==> config.mk <==
export PLATFORM = sky130hd
export DESIGN_NAME = chunk_credit_admission_control_top
export DESIGN_NICKNAME = d
export VERILOG_FILES = /design/src/cca_pkg.sv /design/src/cca_core.sv /design/src/chunk_credit_admission_control_top.sv
export SDC_FILE = /design/constraint.sdc
export NUM_CORES = 1
export LEC_CHECK = 0
export BUFFER_PORTS_ARGS = -buffer_cell sky130_fd_sc_hd__buf_4
export CORE_AREA = 5 5 189 210
export CTS_BUF_LIST = sky130_fd_sc_hd__clkbuf_16
export CTS_CLUSTER_SIZE = 8
export DETAILED_ROUTE_END_ITERATION = 10
export DIE_AREA = 0 0 194 215
export SLEW_MARGIN = 15
export SYNTH_ARGS = -nofsm -noshare
export SYNTH_HDL_FRONTEND = slang
export SYNTH_SLANG_ARGS = --single-unit
==> constraint.sdc <==
create_clock -name clk -period 7.7 [get_ports clk]
set_clock_uncertainty 0.15 [all_clocks]
set_input_delay 0 -clock clk [delete_from_list [all_inputs] [get_ports clk]]
set_output_delay 0 -clock clk [all_outputs]
set_load 0.02 [all_outputs]
==> src/cca_pkg.sv <==
package cca_pkg;

    localparam int unsigned CFG_W      = 16;
    localparam int unsigned CNT_W      = 16;
    localparam int unsigned CMD_W      = 3;
    localparam int unsigned OUTST_W    = 32;
    localparam int unsigned WIDE_W     = 34;
    localparam int unsigned JOBS_W     = 16;
    localparam int unsigned CFG_IDX_W  = 2;
    localparam int unsigned S_TDATA_W  = 24;
    localparam int unsigned M_TDATA_W  = 24;

    localparam logic [CFG_W-1:0] MAX_OUTST_RESET  = 16'd1000;
    localparam logic [CFG_W-1:0] CHUNKS_MRG_RESET = 16'd100;
    localparam logic [JOBS_W-1:0] JOBS_MAX        = 16'hFFFF;

    localparam logic signed [WIDE_W-1:0] I32_MAX = 34'sd2147483647;
    localparam logic signed [WIDE_W-1:0] I32_MIN = -34'sd2147483648;
    localparam logic signed [WIDE_W-1:0] PEND_MAX = 34'sd65535;

    typedef enum logic [CMD_W-1:0] {
        CMD_ADMIT_QUERY  = 3'd0,
        CMD_MERGE_QUERY  = 3'd1,
        CMD_TASK_START   = 3'd2,
        CMD_TASK_FINISH  = 3'd3,
        CMD_ACCOUNT      = 3'd4,
        CMD_MERGE_START  = 3'd5,
        CMD_MERGE_FINISH = 3'd6,
        CMD_TASK_DONE    = 3'd7
    } cmd_t;

    typedef enum logic [CFG_IDX_W-1:0] {
        REG_MAX_OUTSTANDING = 2'd0,
        REG_CHUNKS_PER_MERGE = 2'd1
    } cfg_idx_t;

    typedef struct packed {
        cmd_t                    cmd;
        logic signed [CNT_W-1:0] chunk_count;
    } item_t;

    typedef struct packed {
        logic [CFG_W-1:0] max_outstanding_chunks;
        logic [CFG_W-1:0] chunks_per_merge;
    } cfg_t;

    typedef struct packed {
        logic             admit;
        logic             merge_wanted;
        logic [CFG_W-1:0] pending_limit;
        logic             flush_mode;
        logic             done_flag;
        logic             changed;
        logic             underflow_error;
    } result_t;

    function automatic logic signed [OUTST_W-1:0] sat32(input logic signed [WIDE_W-1:0] v);
        logic signed [OUTST_W-1:0] r;
        if (v > I32_MAX)
            r = I32_MAX[OUTST_W-1:0];
        else if (v < I32_MIN)
            r = I32_MIN[OUTST_W-1:0];
        else
            r = v[OUTST_W-1:0];
        return r;
    endfunction

    function automatic logic signed [OUTST_W-1:0] floor0(input logic signed [OUTST_W-1:0] v);
        logic signed [OUTST_W-1:0] r;
        r = v[OUTST_W-1] ? '0 : v;
        return r;
    endfunction

endpackage

==> src/cca_core.sv <==
module cca_core (
    input  logic            clk,
    input  logic            rst_n,
    input  logic            fire,
    input  cca_pkg::item_t  item,
    input  cca_pkg::cfg_t   cfg,
    output cca_pkg::result_t result
);
    import cca_pkg::*;

    logic signed [OUTST_W-1:0] outst_reg, outst_next;
    logic [JOBS_W-1:0]         prod_reg, prod_next;
    logic [JOBS_W-1:0]         merge_reg, merge_next;
    logic                      flush_reg, flush_next;
    logic                      done_reg, done_next;

    logic signed [WIDE_W-1:0] outst_w, cnt_w, lim_w, cpm_w, sum_w, diff_w, pend_w;
    logic signed [OUTST_W-1:0] dec_chunks;
    logic admit, want, uerr;

    always_comb
    begin
        outst_w    = WIDE_W'(outst_reg);
        cnt_w      = WIDE_W'(item.chunk_count);
        lim_w      = $signed({{(WIDE_W-CFG_W){1'b0}}, cfg.max_outstanding_chunks});
        cpm_w      = $signed({{(WIDE_W-CFG_W){1'b0}}, cfg.chunks_per_merge});
        sum_w      = outst_w + cnt_w;
        diff_w     = outst_w - cnt_w;
        dec_chunks = floor0(sat32(diff_w));

        outst_next = outst_reg;
        prod_next  = prod_reg;
        merge_next = merge_reg;
        flush_next = flush_reg;
        done_next  = done_reg;
        admit      = 1'b0;
        want       = 1'b0;
        uerr       = 1'b0;

        case (item.cmd)
            CMD_ADMIT_QUERY:
            begin
                if ((sum_w <= lim_w) || (cnt_w > lim_w))
                    admit = 1'b1;
                else if ((merge_reg == '0) && (prod_reg == '0))
                    flush_next = 1'b1;
            end
            CMD_MERGE_QUERY:
                want = (cnt_w >= cpm_w) || flush_reg || done_reg;
            CMD_TASK_START:
            begin
                if (prod_reg != JOBS_MAX)
                    prod_next = prod_reg + 1'b1;
                outst_next = sat32(sum_w);
            end
            CMD_TASK_FINISH:
            begin
                if (prod_reg != '0)
                    prod_next = prod_reg - 1'b1;
                outst_next = dec_chunks;
            end
            CMD_ACCOUNT:
                outst_next = sat32(sum_w);
            CMD_MERGE_START:
            begin
                if (merge_reg != JOBS_MAX)
                    merge_next = merge_reg + 1'b1;
                flush_next = 1'b0;
            end
            CMD_MERGE_FINISH:
            begin
                if (merge_reg != '0)
                    merge_next = merge_reg - 1'b1;
                else
                    uerr = 1'b1;
                outst_next = dec_chunks;
            end
            CMD_TASK_DONE:
                done_next = 1'b1;
            default:
                done_next = done_reg;
        endcase

        pend_w = lim_w - WIDE_W'(outst_next);

        result.admit        = admit;
        result.merge_wanted = want;
        if (pend_w[WIDE_W-1])
            result.pending_limit = '0;
        else if (pend_w > PEND_MAX)
            result.pending_limit = '1;
        else
            result.pending_limit = pend_w[CFG_W-1:0];
        result.flush_mode      = flush_next;
        result.done_flag       = done_next;
        result.changed         = (outst_next != outst_reg) || (prod_next != prod_reg) ||
                                 (merge_next != merge_reg) || (flush_next != flush_reg) ||
                                 (done_next != done_reg);
        result.underflow_error = uerr;
    end

    always_ff @(posedge clk or negedge rst_n)
    begin
        if (!rst_n)
        begin
            outst_reg <= '0;
            prod_reg  <= '0;
            merge_reg <= '0;
            flush_reg <= 1'b0;
            done_reg  <= 1'b0;
        end
        else if (fire)
        begin
            outst_reg <= outst_next;
            prod_reg  <= prod_next;
            merge_reg <= merge_next;
            flush_reg <= flush_next;
            done_reg  <= done_next;
        end
    end

endmodule

==> src/chunk_credit_admission_control_top.sv <==
// Chunk credit admission controller.
// Input stream s_*: one event word per handshake; tdata carries cmd in bits
// [2:0] and the signed chunk_count in bits [18:3]. Output stream m_*: one
// result word for every event word, in order. Configuration is written
// through cfg_wr_en / cfg_addr / cfg_wdata (0: max_outstanding_chunks,
// 1: chunks_per_merge) while no event is in flight; other indexes are dropped.
// From input handshake to m_tvalid the event word passes one input register,
// then the event is applied to the counters and its result is captured in the
// output register in the same cycle. Throughput is one word per cycle while
// m_tready is high; counters update by 34-bit add/subtract, saturate, compare.
// Reset clears all counters and flags and loads the limit registers with
// 1000 and 100; both pipeline registers come up empty.
// When the receiver stalls, the result holds on m_tdata, the input register
// still fills, and s_tready drops only once both registers are occupied.
module chunk_credit_admission_control_top (
    input  logic                              clk,
    input  logic                              rst_n,
    input  logic                              s_tvalid,
    output logic                              s_tready,
    input  logic [cca_pkg::S_TDATA_W-1:0]     s_tdata,   // cmd, chunk_count, zero pad
    output logic                              m_tvalid,
    input  logic                              m_tready,
    output logic [cca_pkg::M_TDATA_W-1:0]     m_tdata,   // admit, merge_wanted,
                                                         // pending_limit, flush_mode,
                                                         // done_flag, changed,
                                                         // underflow_error, zero pad
    input  logic                              cfg_wr_en,
    input  logic [cca_pkg::CFG_IDX_W-1:0]     cfg_addr,
    input  logic [cca_pkg::CFG_W-1:0]         cfg_wdata
);
    import cca_pkg::*;

    logic    in_valid_reg;
    item_t   in_item_reg;
    logic    out_valid_reg;
    result_t out_reg;
    cfg_t    cfg_reg;
    result_t core_result;
    logic    fire;

    assign fire     = in_valid_reg && (!out_valid_reg || m_tready);
    assign s_tready = !in_valid_reg || fire;
    assign m_tvalid = out_valid_reg;

    assign m_tdata = {{(M_TDATA_W-22){1'b0}},
                      out_reg.underflow_error, out_reg.changed, out_reg.done_flag,
                      out_reg.flush_mode, out_reg.pending_limit,
                      out_reg.merge_wanted, out_reg.admit};

    always_ff @(posedge clk or negedge rst_n)
    begin
        if (!rst_n)
        begin
            cfg_reg.max_outstanding_chunks <= MAX_OUTST_RESET;
            cfg_reg.chunks_per_merge       <= CHUNKS_MRG_RESET;
        end
        else if (cfg_wr_en)
        begin
            case (cfg_idx_t'(cfg_addr))
                REG_MAX_OUTSTANDING:  cfg_reg.max_outstanding_chunks <= cfg_wdata;
                REG_CHUNKS_PER_MERGE: cfg_reg.chunks_per_merge       <= cfg_wdata;
                default:              cfg_reg <= cfg_reg;
            endcase
        end
    end

    always_ff @(posedge clk or negedge rst_n)
    begin
        if (!rst_n)
            in_valid_reg <= 1'b0;
        else if (s_tready)
            in_valid_reg <= s_tvalid;
    end

    always_ff @(posedge clk)
    begin
        if (s_tvalid && s_tready)
        begin
            in_item_reg.cmd         <= cmd_t'(s_tdata[CMD_W-1:0]);
            in_item_reg.chunk_count <= $signed(s_tdata[CMD_W+CNT_W-1:CMD_W]);
        end
    end

    cca_core u_core (
        .clk    (clk),
        .rst_n  (rst_n),
        .fire   (fire),
        .item   (in_item_reg),
        .cfg    (cfg_reg),
        .result (core_result)
    );

    always_ff @(posedge clk or negedge rst_n)
    begin
        if (!rst_n)
            out_valid_reg <= 1'b0;
        else if (fire)
            out_valid_reg <= 1'b1;
        else if (m_tready)
            out_valid_reg <= 1'b0;
    end

    always_ff @(posedge clk)
    begin
        if (fire)
            out_reg <= core_result;
    end

    a_no_overrun: assert property (@(posedge clk) disable iff (!rst_n)
        (in_valid_reg && out_valid_reg && !m_tready) |-> !s_tready)
        else $error("input accepted while both stages are full");

    a_latency: assert property (@(posedge clk) disable iff (!rst_n)
        (s_tvalid && s_tready && !in_valid_reg && !out_valid_reg) |=> ##1 m_tvalid)
        else $error("result missing two cycles after accept into empty pipe");

    a_one_query: assert property (@(posedge clk) disable iff (!rst_n)
        m_tvalid |-> !(m_tdata[0] && m_tdata[1]))
        else $error("admit and merge_wanted both set");

endmodule

==> flow_summary.json <==
{
  "status": "completed",
  "grt_first_pass_wirelength_um": 82300,
  "fmax_mhz": 138,
  "layoutNonFillerInstCount": 2456,
  "hp-start": "s_tdata[18]",
  "routedWlPerCell_um": 21.5,
  "placed_area_sq_um": 15700,
  "drcViolationCount": 0,
  "finalMaxSlewViolations": 0,
  "crit_type": "flop to flop",
  "post_cts_buffers": 0,
  "synth-async-reset-ratio_pct": 70.9,
  "cp-start-kind": "flop",
  "drt-vias-per-instance": 6.03,
  "synth-edff-count": 41,
  "grt_overflow": 0,
  "syn-cell-area_sq_um": 14700,
  "place_congestion": 0.964,
  "leakage_nw": 7.12,
  "drtIter0Drc": 1121,
  "post-place-cells": 2351,
  "synth_area_leaders": "dfrtp_1 15%, ha_1 11%, edfxtp_1 8.4%",
  "fin_nets": 2122,
  "relSlewSlack_pct": 26.6,
  "start_util_pct": 39.3,
  "endpoint_kind": "flop",
  "numCtsBuffers": 17,
  "worstSkewPairLatency_ns": 0.45,
  "cts_tree": "yes",
  "synth_largest_area_cell": "dfrtp_1",
  "maxCapViolations": 0,
  "final_core_util_pct": 45.8,
  "worstHoldEndpoint": "in_item_reg[15]",
  "r2r_start": "in_item_reg[1]",
  "core_region_area_sq_um": 37400,
  "htree_num_levels": 4,
  "num_antenna_cells": 0,
  "fin_hold_ws_ns": 0.103,
  "power_density_nw_per_um2": 420,
  "synthFlopType": "dfrtp_1",
  "r2r_cells": 25,
  "syn2layout_area_growth_pct": 16.7,
  "period_share_pct": 94.2,
  "min_path_cells": 2,
  "fp.dieH_um": 215,
  "clk_transition_reported_paths_ns": 0.08,
  "cts_sinks": 141,
  "antenna_found_initial": 0,
  "min_path_type": "input pin to flop",
  "rsz0062_at_grt": "false",
  "hold_viol": 0,
  "clk_path_buf_depth": 2,
  "grt_pass1_vias": 14300,
  "drt_wl_total_um": 52700,
  "worstReg2RegEnd": "m_tdata[3]",
  "fill_cells": 3630,
  "dr.pass1.iters": 6,
  "path_max_fanout": 16,
  "ys_warn_count": 0,
  "drive_above_1_share_pct": 12.5,
  "cts-root-buf": "clkbuf_16",
  "die_x_um": 194,
  "r2r_setup_slack_ns": 0.44,
  "std_cell_rows": 75,
  "worstPathRequired_ns": 7.75,
  "synth_top_cell_area_share_pct": 15.5,
  "synth-seq-cells": 141,
  "grt_max_degree": 77,
  "port_buffers": 65,
  "synth_area_per_cell_sq_um": 8.01,
  "final-setup-viol-count": 0,
  "postRouteAntennaNets": 0,
  "cp.arrival_ns": 7.30,
  "yosysSeqAreaShare_pct": 25.5,
  "grt_usage_pct": 24.6,
  "min_period_ns": 7.26,
  "yosysUniqueCellTypes": 98,
  "design.die.area_sq_um": 41700,
  "tns_ns": 0,
  "syn_inst": 1834,
  "via_count": 14800,
  "worst_pin_slew_ns": 1.10,
  "finalInstanceArea_sq_um": 17200,
  "top_level_ports": 73,
  "vdd_drop_max_v": 0.000206,
  "hpwl_um": 41000
}
-- cells in the mapped netlist (15+ instances only) --
cell,number
nand2_1,157
nor4_1,28
a21oi_1,146
xor2_1,28
clkbuf_1,53
a31oi_1,19
dfrtp_1,91
or3_1,23
ha_1,129
and2_1,22
o21bai_1,20
a211oi_1,17
o22ai_1,15
nand4_1,34
a21o_1,43
nor2b_1,27
nor3_1,54
o21ai_0,128
edfxtp_1,41
buf_2,25
mux2_2,19
o31ai_1,21
o211ai_1,18
nand2b_1,23
xnor2_1,64
o21a_1,31
nand3_1,52
nor2_1,133
inv_1,107
and3_1,16
-- where the power goes --
part / total, mW / switching, mW / internal (mW)
clock: 0.901 / 0.398 / 0.504
sequential: 1.30 / 0.305 / 0.990
combinational: 5.01 / 3.14 / 1.87
-- metrics by stage --
step / power [mW] / worst slack, ns
finish: 7.20 / 0.444
global route: 7.70 / 0.0188
CTS: 7.10 / 0.357
detailed placement: 6.13 / 0.400
global placement: 6.09 / 0.523
floorplan: 4.66 / 0.732
-- final cells by class --
| cell class | instances | area [sq um] | share of cell area (%) |
|---|---|---|---|
| repair buffers | 181 | 1550 | 9.04 |
| clock inverters | 13 | 155 | 0.904 |
| inverters | 111 | 417 | 2.43 |
| clock buffers | 19 | 475 | 2.77 |
| flip-flops and latches | 141 | 3740 | 21.8 |
| multi-input cells | 1491 | 10200 | 59.4 |
| well taps | 500 | 626 | 3.65 |
-- layout by cell type, fill, tap and decap left out, types with 8 or more instances in the layout --
master         instances
o21a_1                31
nand4_1               34
mux2i_1                9
and3_1                16
buf_4                108
ha_1                 124
o31ai_1               19
inv_1                107
a21oi_2               14
o21ai_0              128
dfrtp_1               91
and4_1                 9
nand2b_1              23
dfstp_2                9
or3_1                 23
xor2_1                28
or4_1                 10
nand2_1              156
a21o_1                43
a211oi_1              17
a31oi_1               18
nand3_1               52
a211o_1               11
or2_2                  8
nor2b_1               27
nor3_1                54
mux2_2                19
o21bai_1              20
a221oi_1              11
edfxtp_1              41
xnor2_1               64
nor2_1               132
dlygate4sd3_1         72
and2_1                22
o211ai_1              18
clkbuf_16             19
a21oi_1              146
o22ai_1               14
nor4_1                26
-- timing repair --
| action | 4_1_cts | 5_1_grt |
|---|---|---|
| gates resized for setup | 0 | 11 |
| endpoints found under the setup margin | 0 | 16 |
| hold endpoints to repair | 77 | 0 |
| hold buffers | 73 | 0 |
-- how the worst max path moves through the flow --
stage,slack (ns),to,from,cells past startpoint
after floorplan,0.73,m_tdata[10],in_item_reg[15],26
after global placement,0.52,m_tdata[3],in_item_reg[15],28
after detailed placement,0.40,m_tdata[3],in_item_reg[15],28
after CTS,0.36,m_tdata[3],in_item_reg[15],28
after global routing,0.02,m_tdata[3],in_item_reg[15],29
final,0.44,m_tdata[3],in_item_reg[1],25
-- critical path: stages (launching register included) --
cell and delay [ns]:
edfxtp_1 0.57, inv_1 0.14, fa_1 0.48, o21ba_1 0.21, nor4_2 0.24, nor3_1 0.16
or4_1 0.59, and3_1 0.21, or2_0 0.35, nor2_1 0.56, nor2_1 0.25, nand2_1 0.15
ha_1 0.19, inv_1 0.05, a21o_1 0.16, maj3_1 0.35, a41o_1 0.25, a211oi_1 0.27
nor2_1 0.14, a221oi_1 0.36, nor3_2 0.13, mux2_2 0.24, nand4_1 0.13, nor4_4 0.28
buf_4 0.28, a21oi_1 0.10
-- layer usage --
metal	GRT usage (%)	up-vias	part of all wire [%]
met5	0	-	0
met4	13.2	0	6.2
met3	3.29	134	5.5
met2	42.2	547	48
met1	30.0	7139	40
li1	-	6999	-
-- logic make-up (layout without fill, tap and decap cells) --
family / after synthesis / in the layout / synth area share (%)
and+or+nand+nor: 631 / 631 / 22.0
AOI/OAI and AO/OA: 601 / 601 / 27.5
buffers and inverters: 203 / 324 / 5.68
DFF: 141 / 141 / 25.5
adders and majority gates: 137 / 137 / 11.7
xor gates and xnor gates: 92 / 92 / 5.48
muxes: 28 / 28 / 2.07
other: 1 / 2 / 0.0255
Note: power is estimated with default switching activity, not from simulation.
